<file path="src/rtl/core/ael_pkg.sv">
// Alarm event log: shared sizes, codes and types.
// Depends on nothing; used by the interfaces, the cell and the core.
`default_nettype none

package ael_pkg;

    // Log geometry
    localparam int LOG_DEPTH = 16;   // entries held, 1 to 31
    localparam int ID_COUNT  = 16;   // valid ids are 1 .. ID_COUNT-1, 2 to 256

    // Field widths of one word
    localparam int ACTION_W  = 2;
    localparam int ID_W      = 8;
    localparam int PRIO_W    = 8;
    localparam int TIME_W    = 32;
    localparam int VAL_W     = 16;
    localparam int RIDX_W    = 6;
    localparam int STATUS_W  = 3;
    localparam int ECNT_W    = 5;

    // Count register holds 0 .. LOG_DEPTH
    localparam int CNT_W     = $clog2(LOG_DEPTH + 1);
    // Width for comparing the read index with the count
    localparam int CMP_W     = (CNT_W > RIDX_W) ? CNT_W : RIDX_W;

    typedef enum logic [ACTION_W-1:0] {
        ACT_RAISE = 2'd0,
        ACT_CLEAR = 2'd1,
        ACT_READ  = 2'd2
    } ael_action_t;

    typedef enum logic [STATUS_W-1:0] {
        ST_RECORDED = 3'd0,
        ST_BAD_ID   = 3'd1,
        ST_CLEARED  = 3'd2,
        ST_NO_MATCH = 3'd3,
        ST_READ_OK  = 3'd4,
        ST_MISS     = 3'd5
    } ael_status_t;

    // One log entry
    typedef struct packed {
        logic        [ID_W-1:0]   id;
        logic        [PRIO_W-1:0] prio;
        logic        [TIME_W-1:0] raised;
        logic        [TIME_W-1:0] cleared;
        logic signed [VAL_W-1:0]  limit;
        logic signed [VAL_W-1:0]  measured;
    } ael_entry_t;

    // Control broadcast to every cell
    typedef struct packed {
        logic              shift;     // good raise: every cell takes its neighbour
        logic              clr_en;    // clear word accepted
        logic [ID_W-1:0]   clr_id;
        logic [TIME_W-1:0] now_time;
    } ael_cell_ctrl_t;

endpackage

`default_nettype wire

</file>
<file path="src/rtl/core/ael_in_if.sv">
// Request channel of the alarm event log: valid/ready plus the request word.
// Depends on ael_pkg.
`default_nettype none

interface ael_in_if;
    logic                                valid;
    logic                                ready;
    logic        [ael_pkg::ACTION_W-1:0] action;
    logic        [ael_pkg::ID_W-1:0]     alarm_id;
    logic        [ael_pkg::PRIO_W-1:0]   alarm_priority;
    logic        [ael_pkg::TIME_W-1:0]   now_time;
    logic signed [ael_pkg::VAL_W-1:0]    limit_hundredths;
    logic signed [ael_pkg::VAL_W-1:0]    measured_hundredths;
    logic        [ael_pkg::RIDX_W-1:0]   read_index;

    modport source (
        output valid, action, alarm_id, alarm_priority, now_time,
               limit_hundredths, measured_hundredths, read_index,
        input  ready
    );

    modport sink (
        input  valid, action, alarm_id, alarm_priority, now_time,
               limit_hundredths, measured_hundredths, read_index,
        output ready
    );
endinterface

`default_nettype wire

</file>
<file path="src/rtl/core/ael_out_if.sv">
// Response channel of the alarm event log: valid/ready plus the result word.
// Depends on ael_pkg.
`default_nettype none

interface ael_out_if;
    logic                                valid;
    logic                                ready;
    logic        [ael_pkg::STATUS_W-1:0] status;
    logic        [ael_pkg::ECNT_W-1:0]   entry_count;
    logic        [ael_pkg::ID_W-1:0]     out_id;
    logic        [ael_pkg::PRIO_W-1:0]   out_priority;
    logic        [ael_pkg::TIME_W-1:0]   out_raised;
    logic        [ael_pkg::TIME_W-1:0]   out_cleared;
    logic signed [ael_pkg::VAL_W-1:0]    out_limit;
    logic signed [ael_pkg::VAL_W-1:0]    out_measured;

    modport source (
        output valid, status, entry_count, out_id, out_priority, out_raised,
               out_cleared, out_limit, out_measured,
        input  ready
    );

    modport sink (
        input  valid, status, entry_count, out_id, out_priority, out_raised,
               out_cleared, out_limit, out_measured,
        output ready
    );
endinterface

`default_nettype wire

</file>
<file path="src/rtl/core/ael_cell.sv">
// One position of the alarm log: holds an entry and its valid bit, shifts
// from its newer neighbour on raise and stamps itself on clear. Uses ael_pkg.
`default_nettype none

module ael_cell (
    input  wire                         clk,
    input  wire                         rst_n,
    input  wire ael_pkg::ael_cell_ctrl_t ctrl,
    input  wire ael_pkg::ael_entry_t    prev_entry,
    input  wire                         prev_valid,
    input  wire                         found_in,
    output ael_pkg::ael_entry_t         entry,
    output logic                        valid,
    output logic                        found_out,
    output logic                        stamp
);

    ael_pkg::ael_entry_t entry_reg;
    ael_pkg::ael_entry_t entry_next;
    logic                valid_reg;
    logic                valid_next;
    logic                match;

    // Open entry with the wanted id; only the newest such one is stamped
    assign match     = valid_reg && (entry_reg.id == ctrl.clr_id)
                       && (entry_reg.cleared == '0);
    assign stamp     = ctrl.clr_en && match && !found_in;
    assign found_out = found_in || match;

    // Next entry: shift on raise, stamp clear time on clear
    always_comb
    begin
        entry_next = entry_reg;
        valid_next = valid_reg;
        if (ctrl.shift)
        begin
            entry_next = prev_entry;
            valid_next = prev_valid;
        end
        else if (stamp)
        begin
            entry_next.cleared = ctrl.now_time;
        end
    end

    // Valid bit
    always_ff @(posedge clk or negedge rst_n)
    begin
        if (!rst_n)
        begin
            valid_reg <= 1'b0;
        end
        else
        begin
            valid_reg <= valid_next;
        end
    end

    // Entry payload, meaningful only while valid
    always_ff @(posedge clk)
    begin
        entry_reg <= entry_next;
    end

    assign entry = entry_reg;
    assign valid = valid_reg;

endmodule

`default_nettype wire

</file>
<file path="src/rtl/core/alarm_event_log_core.sv">
// Alarm event log top level: a chain of ael_cell positions, newest first,
// a count register and a registered response. Uses ael_pkg, ael_in_if,
// ael_out_if and ael_cell.
//
//  Channel | Dir | Word
//  --------+-----+-----------------------------------------------------------
//  req     | in  | action, alarm id/priority, time, limit, measured, index
//  rsp     | out | status, entry count, entry read (zero unless read ok)
//
// One request word per cycle when ready; its response appears in the output
// register the cycle after acceptance. The clear search ripples a found flag
// down the cell chain in the same cycle, and the read is a select across the
// cells. req.ready is low only while a response waits and rsp.ready is low.
// Reset clears the cell valid bits and the count at once; no clearing pass.
`default_nettype none

module alarm_event_log_core (
    input  wire        clk,
    input  wire        rst_n,
    ael_in_if.sink     req,
    ael_out_if.source  rsp
);

    localparam int N = ael_pkg::LOG_DEPTH;

    ael_pkg::ael_cell_ctrl_t         ctrl;
    ael_pkg::ael_entry_t             chain_entry [0:N];
    logic [N:0]                      valid_vec;
    logic [N:0]                      found_vec;
    logic [N-1:0]                    stamp_vec;
    ael_pkg::ael_entry_t             new_entry;
    ael_pkg::ael_entry_t             sel_entry;

    logic [ael_pkg::CNT_W-1:0]       count_reg;
    logic [ael_pkg::CNT_W-1:0]       count_next;
    logic                            accept;
    logic                            id_ok;
    logic                            idx_ok;
    logic                            not_full;

    ael_pkg::ael_status_t            status_c;
    ael_pkg::ael_entry_t             rdata_c;
    logic                            shift_c;
    logic                            clr_c;

    logic                            rsp_valid_reg;
    ael_pkg::ael_status_t            status_reg;
    logic [ael_pkg::ECNT_W-1:0]      ecount_reg;
    ael_pkg::ael_entry_t             rdata_reg;

    // Handshake: one output register parts the two sides
    assign req.ready = !rsp_valid_reg || rsp.ready;
    assign accept    = req.valid && req.ready;

    // Request decode
    assign id_ok    = (req.alarm_id != '0)
                      && ({1'b0, req.alarm_id} < (ael_pkg::ID_W + 1)'(ael_pkg::ID_COUNT));
    assign idx_ok   = ael_pkg::CMP_W'(req.read_index) < ael_pkg::CMP_W'(count_reg);
    assign not_full = count_reg < ael_pkg::CNT_W'(N);

    // New entry entering at the front
    always_comb
    begin
        new_entry          = '0;
        new_entry.id       = req.alarm_id;
        new_entry.prio     = req.alarm_priority;
        new_entry.raised   = req.now_time;
        new_entry.limit    = req.limit_hundredths;
        new_entry.measured = req.measured_hundredths;
    end

    // Read select across the cells
    always_comb
    begin
        sel_entry = '0;
        for (int i = 0; i < N; i++)
        begin
            if (req.read_index == ael_pkg::RIDX_W'(i))
            begin
                sel_entry = chain_entry[i+1];
            end
        end
    end

    // Result and state control per action
    always_comb
    begin
        status_c   = ael_pkg::ST_MISS;
        rdata_c    = '0;
        shift_c    = 1'b0;
        clr_c      = 1'b0;
        count_next = count_reg;
        case (ael_pkg::ael_action_t'(req.action))
            ael_pkg::ACT_RAISE:
            begin
                if (id_ok)
                begin
                    status_c = ael_pkg::ST_RECORDED;
                    shift_c  = 1'b1;
                    if (not_full)
                    begin
                        count_next = count_reg + 1'b1;
                    end
                end
                else
                begin
                    status_c = ael_pkg::ST_BAD_ID;
                end
            end
            ael_pkg::ACT_CLEAR:
            begin
                clr_c    = 1'b1;
                status_c = found_vec[N] ? ael_pkg::ST_CLEARED : ael_pkg::ST_NO_MATCH;
            end
            ael_pkg::ACT_READ:
            begin
                if (idx_ok)
                begin
                    status_c = ael_pkg::ST_READ_OK;
                    rdata_c  = sel_entry;
                end
            end
            default:
            begin
                status_c = ael_pkg::ST_MISS;
            end
        endcase
    end

    // Broadcast control to the cells
    always_comb
    begin
        ctrl.shift    = accept && shift_c;
        ctrl.clr_en   = accept && clr_c;
        ctrl.clr_id   = req.alarm_id;
        ctrl.now_time = req.now_time;
    end

    // Cell chain, position 0 newest
    assign chain_entry[0] = new_entry;
    assign valid_vec[0]   = 1'b1;
    assign found_vec[0]   = 1'b0;

    for (genvar g = 0; g < N; g++)
    begin : g_cell
        ael_cell u_cell (
            .clk        (clk),
            .rst_n      (rst_n),
            .ctrl       (ctrl),
            .prev_entry (chain_entry[g]),
            .prev_valid (valid_vec[g]),
            .found_in   (found_vec[g]),
            .entry      (chain_entry[g+1]),
            .valid      (valid_vec[g+1]),
            .found_out  (found_vec[g+1]),
            .stamp      (stamp_vec[g])
        );
    end

    // Count and response valid
    always_ff @(posedge clk or negedge rst_n)
    begin
        if (!rst_n)
        begin
            count_reg     <= '0;
            rsp_valid_reg <= 1'b0;
        end
        else
        begin
            if (accept)
            begin
                count_reg <= count_next;
            end
            if (accept)
            begin
                rsp_valid_reg <= 1'b1;
            end
            else if (rsp.ready)
            begin
                rsp_valid_reg <= 1'b0;
            end
        end
    end

    // Response payload
    always_ff @(posedge clk)
    begin
        if (accept)
        begin
            status_reg <= status_c;
            ecount_reg <= ael_pkg::ECNT_W'(count_next);
            rdata_reg  <= rdata_c;
        end
    end

    assign rsp.valid        = rsp_valid_reg;
    assign rsp.status       = status_reg;
    assign rsp.entry_count  = ecount_reg;
    assign rsp.out_id       = rdata_reg.id;
    assign rsp.out_priority = rdata_reg.prio;
    assign rsp.out_raised   = rdata_reg.raised;
    assign rsp.out_cleared  = rdata_reg.cleared;
    assign rsp.out_limit    = rdata_reg.limit;
    assign rsp.out_measured = rdata_reg.measured;

    // Cell valid bits track the count
    a_valid_count: assert property (@(posedge clk) disable iff (!rst_n)
        $countones(valid_vec[N:1]) == count_reg)
        else $error("cell valid bits disagree with entry count");

    // Valid cells form an unbroken run from the front
    a_valid_run: assert property (@(posedge clk) disable iff (!rst_n)
        ((valid_vec[N:1] >> 1) & ~valid_vec[N:1]) == '0)
        else $error("gap in valid cells");

    // A clear stamps at most one entry
    a_one_stamp: assert property (@(posedge clk) disable iff (!rst_n)
        $onehot0(stamp_vec))
        else $error("more than one cell stamped");

    // A stamp only happens when the clear reports a match
    a_stamp_status: assert property (@(posedge clk) disable iff (!rst_n)
        (stamp_vec != '0) |-> (ctrl.clr_en && found_vec[N]))
        else $error("stamp without a reported match");

    // A recorded raise leaves a non-empty log
    a_raise_count: assert property (@(posedge clk) disable iff (!rst_n)
        (ctrl.shift) |=> (count_reg != '0 && valid_vec[1]))
        else $error("raise did not fill the front cell");

endmodule

`default_nettype wire

</file>
<file path="src/flat_wrapper.sv">
// flat-port wrapper written by rule: the top's interface ports become plain ports
module alarm_event_log_core_flat 
  (clk, rst_n, req_valid, req_action, req_alarm_id, req_alarm_priority, req_now_time, req_limit_hundredths, req_measured_hundredths, req_read_index, req_ready, rsp_valid, rsp_status, rsp_entry_count, rsp_out_id, rsp_out_priority, rsp_out_raised, rsp_out_cleared, rsp_out_limit, rsp_out_measured, rsp_ready);
  ael_in_if req_i ();
  ael_out_if rsp_i ();
  input  wire clk;
  input  wire rst_n;
  input wire logic [$bits(req_i.valid)-1:0] req_valid;
  input wire logic [$bits(req_i.action)-1:0] req_action;
  input wire logic [$bits(req_i.alarm_id)-1:0] req_alarm_id;
  input wire logic [$bits(req_i.alarm_priority)-1:0] req_alarm_priority;
  input wire logic [$bits(req_i.now_time)-1:0] req_now_time;
  input wire logic [$bits(req_i.limit_hundredths)-1:0] req_limit_hundredths;
  input wire logic [$bits(req_i.measured_hundredths)-1:0] req_measured_hundredths;
  input wire logic [$bits(req_i.read_index)-1:0] req_read_index;
  output wire logic [$bits(req_i.ready)-1:0] req_ready;
  output wire logic [$bits(rsp_i.valid)-1:0] rsp_valid;
  output wire logic [$bits(rsp_i.status)-1:0] rsp_status;
  output wire logic [$bits(rsp_i.entry_count)-1:0] rsp_entry_count;
  output wire logic [$bits(rsp_i.out_id)-1:0] rsp_out_id;
  output wire logic [$bits(rsp_i.out_priority)-1:0] rsp_out_priority;
  output wire logic [$bits(rsp_i.out_raised)-1:0] rsp_out_raised;
  output wire logic [$bits(rsp_i.out_cleared)-1:0] rsp_out_cleared;
  output wire logic [$bits(rsp_i.out_limit)-1:0] rsp_out_limit;
  output wire logic [$bits(rsp_i.out_measured)-1:0] rsp_out_measured;
  input wire logic [$bits(rsp_i.ready)-1:0] rsp_ready;
  assign req_i.valid = req_valid;
  assign req_i.action = req_action;
  assign req_i.alarm_id = req_alarm_id;
  assign req_i.alarm_priority = req_alarm_priority;
  assign req_i.now_time = req_now_time;
  assign req_i.limit_hundredths = req_limit_hundredths;
  assign req_i.measured_hundredths = req_measured_hundredths;
  assign req_i.read_index = req_read_index;
  assign req_ready = req_i.ready;
  assign rsp_valid = rsp_i.valid;
  assign rsp_status = rsp_i.status;
  assign rsp_entry_count = rsp_i.entry_count;
  assign rsp_out_id = rsp_i.out_id;
  assign rsp_out_priority = rsp_i.out_priority;
  assign rsp_out_raised = rsp_i.out_raised;
  assign rsp_out_cleared = rsp_i.out_cleared;
  assign rsp_out_limit = rsp_i.out_limit;
  assign rsp_out_measured = rsp_i.out_measured;
  assign rsp_i.ready = rsp_ready;
  alarm_event_log_core u_core (.clk(clk), .rst_n(rst_n), .req(req_i), .rsp(rsp_i));
endmodule
</file>
<file path="config.mk">
export PLATFORM = sky130hd
export DESIGN_NAME = alarm_event_log_core_flat
export DESIGN_NICKNAME = d
export VERILOG_FILES = /design/src/rtl/core/ael_pkg.sv /design/src/rtl/core/ael_in_if.sv /design/src/rtl/core/ael_out_if.sv /design/src/rtl/core/ael_cell.sv /design/src/rtl/core/alarm_event_log_core.sv /design/src/flat_wrapper.sv
export SDC_FILE = /design/constraint.sdc
export NUM_CORES = 2
export LEC_CHECK = 0
export BUFFER_PORTS_ARGS = -buffer_cell sky130_fd_sc_hd__buf_2
export CELL_PAD_IN_SITES_DETAIL_PLACEMENT = 0
export CELL_PAD_IN_SITES_GLOBAL_PLACEMENT = 1
export CORE_MARGIN = 2
export CORE_UTILIZATION = 50
export DETAILED_ROUTE_END_ITERATION = 10
export GPL_TIMING_DRIVEN = 1
export PLACE_DENSITY_LB_ADDON = 0.1
export SYNTH_ARGS = -nofsm -noshare
export SYNTH_HDL_FRONTEND = slang
export SYNTH_SLANG_ARGS = --single-unit
</file>
<file path="constraint.sdc">
create_clock -name clk -period 46.5 [get_ports clk]
set_clock_uncertainty 0.05 [all_clocks]
set_input_delay 6.975 -clock clk [delete_from_list [all_inputs] [get_ports clk]]
set_output_delay 6.975 -clock clk [all_outputs]
set_load 0.005 [all_outputs]
</file>
==> flow_metrics.py <==
metrics = {
    "clock_network": {
        "htreeDepth": 4,
        "tritoncts": "yes",
        "cts.repair.resized": 0,
        "cts_buffer_depth": 3,
        "ctsHoldBuffers": 0,
        "clock_latency_ns": 0.86,
        "cts_setup_buffers": 0,
        "clock-sinks": 1934,
        "clkTransAtPathRegs_ns": 0.06,
        "cts_buffers": 200,
        "cts-root-buf": "clkbuf_16",
    },
    "flow_run": {
        "drv_cap": 1,
    },
    "drt": {
        "drc": 0,
        "drtAntennaViolNets": 0,
        "via_per_inst": 6.55,
        "detail_route.wl_per_cell_um": 32.3,
        "wl_um": 254000,
        "num_vias": 51400,
        "drt_first_pass_iters": 6,
        "drt_iter0_markers": 8339,
    },
    "floorplanning": {
        "die_h_um": 407,
        "die_area_um2": 166000,
        "boundaryPins": 214,
        "rows": 148,
        "dieWidth_um": 407,
        "initial_core_util_pct": 50.1,
        "core_um2": 162000,
    },
    "synth": {
        "yosys_warnings": 0,
        "synth_ff_type": "edfxtp_1",
        "async_reset_ff_share_pct": 1.14,
        "ys_seq_elements": 1934,
        "synth_fp_nets": 5495,
        "synth-seq-area-share_pct": 70.9,
        "synth_area_um2": 81300,
        "synth_edf_count": 1880,
        "avgSynthCellArea_um2": 15.1,
        "ys_types": 83,
        "synth_cells": 5398,
    },
    "critical_path": {
        "crit_type": "primary input to primary output",
        "crit_path_end_kind": "primary output",
        "worstReg2RegStart": "u_core.rsp.valid",
        "arrival_ns": 7.37,
        "startpoint_type": "primary input",
        "required_ns": 39.47,
        "setup.worst_path.start": "rsp_ready",
        "critPathMaxFanout": 3,
    },
    "timing": {
        "slew_headroom_pct": -0.584,
        "min_period_ns": 14.40,
        "tightestPinTransition_ns": 1.47,
        "hold_viol_final": 0,
        "period_share_pct": 31.0,
        "setup-violations-final": 0,
        "tns_ns": 0,
        "timing.fmax_mhz": 69.5,
        "slew_viol_final": 1,
        "rsz0062_at_grt": "false",
    },
    "place": {
        "place_hpwl_um": 164000,
        "io_buffers": 213,
        "gp_congestion": 0.890,
        "placed_cell_area_um2": 83800,
        "post-place-cells": 7482,
    },
    "power": {
        "power_mw": 3.64,
        "vdd_drop_max_mv": 0.0420,
        "leakagePower_nw": 31.0,
        "power_density_nw_per_um2": 40.4,
    },
    "outcome": {
        "violations": "max-capacitance violations, max-slew violations",
        "outcome": "finished with violations",
    },
    "finish": {
        "final_nets": 5606,
        "largest_reg_flops": 1792,
        "fin_area_um2": 90100,
        "drive_gt1_share_pct": 14.5,
        "synthToLayoutAreaGrowth_pct": 10.8,
        "final_cells": 7854,
    },
    "global_routing": {
        "grt_max_degree": 157,
        "grt_overflow_total": 0,
        "grt_pass1_wl_um": 359000,
        "grt_pass1_vias": 48000,
        "antenna_found_initial": 13,
        "grt_use_total_pct": 29.9,
    },
    "hold_path": {
        "hold_path.startpoint": "u_core.g_cell[7].u_cell.entry[18]",
        "hold_path_class": "register to register",
    },
}
## cell usage in the layout, fill, tap and decap left out, drive strengths merged, types with 32 or more instances in the layout
master,instances
a21o,494
a21oi,285
a221oi,108
a222oi,44
a22oi,79
and2,34
buf,332
clkbuf,261
clkinv,85
dfxtp,32
edfxtp,1880
mux2,79
mux2i,158
mux4,58
nand2,307
nand3,41
nand4,70
nor2,213
nor3,63
nor4,110
o21ai,270
o22ai,157
xnor2,97
xor2,37
## cells in the mapped netlist (24+ instances only)
cell type | number | area (um2)
mux2_2 | 79 | 890
nor4_1 | 108 | 676
edfxtp_1 | 1880 | 56500
o22ai_1 | 157 | 982
mux2i_1 | 158 | 1580
a31oi_1 | 24 | 150
xnor2_1 | 97 | 850
and2_1 | 27 | 169
a22oi_1 | 79 | 593
nand2_1 | 306 | 1150
o21ai_0 | 258 | 1290
a211oi_1 | 26 | 195
buf_2 | 150 | 751
o221ai_1 | 26 | 228
nor3_1 | 62 | 310
a222oi_1 | 44 | 440
nor2_1 | 198 | 743
a221oi_1 | 107 | 937
nand3_1 | 41 | 205
dfxtp_1 | 32 | 641
mux4_2 | 58 | 1310
xor2_1 | 37 | 324
a21oi_1 | 285 | 1430
a21o_1 | 494 | 3710
buf_4 | 51 | 383
buf_6 | 84 | 946
nand4_1 | 70 | 438
clkbuf_1 | 119 | 447
## logic make-up (layout without fill, tap and decap cells)
family                   after synthesis  in the layout  share of synthesized area (%)
AO/OA/AOI/OAI                       1673           1673                           14.1
XOR/XNOR                             134            134                           1.44
adder cells (fa/ha/maj)                5              5                         0.0769
buffers and inverters                437            714                           3.26
flip-flops                          1934           1934                           70.9
multiplexers                         295            295                           4.64
other                                  0              4                              0
AND/OR/NAND/NOR                      920            920                           5.60
## layout make-up
type                            instances  area, um2
Antenna cell                            4       10.0
Clock buffer                          261       5350
Clock inverter                        107        922
Fill cell                           13200      72100
Inverter                               14       70.1
Multi-Input combinational cell       3027      21400
Sequential cell                      1934      57600
Tap cell                             2175       2720
Timing Repair Buffer                  332       2030
## final timing paths
check	to	slack [ns]	depth (start not counted)
worst max-delay path	req_ready	32.10	3
worst min-delay path	u_core.g_cell[8].u_cell.entry[18]	0.37	0
worst max register to register	u_core.g_cell[11].u_cell.entry[20]	40.17	9
worst min register to register	u_core.g_cell[8].u_cell.entry[18]	0.37	0
max in group asynchronous	u_core.g_cell[9].u_cell.valid	39.70	1
min in group asynchronous	u_core.g_cell[1].u_cell.valid	6.17	1
## worst max-delay path, cell delays in order
cell and delay (ns):
buf_2 0.10, nand2b_1 0.16, buf_2 0.14
## layer usage
metal	vias up	share of wire (%)	global-route usage [%]
li1	21800	-	-
met5	-	0.057	0
met4	4	2.3	7.52
met3	313	12	7.96
met1	26400	45	47.6
met2	2971	41	40.3
## per-stage QoR
step	utilization [%]	worst slack [ns]	hold WS [ns]
floorplan	-	20.99	0.367
global placement	51.7	32.07	0.373
detailed placement	51.7	32.10	0.376
CTS	55.5	32.10	0.384
global route	55.5	32.09	0.390
finish	55.5	32.10	0.373
## power breakdown
group	internal (mW)	switching (mW)	total, mW
sequential	1.90	0.00568	1.91
clock	0.876	0.686	1.56
combinational	0.0553	0.112	0.167
No activity file was read; power rests on OpenSTA's default activity.
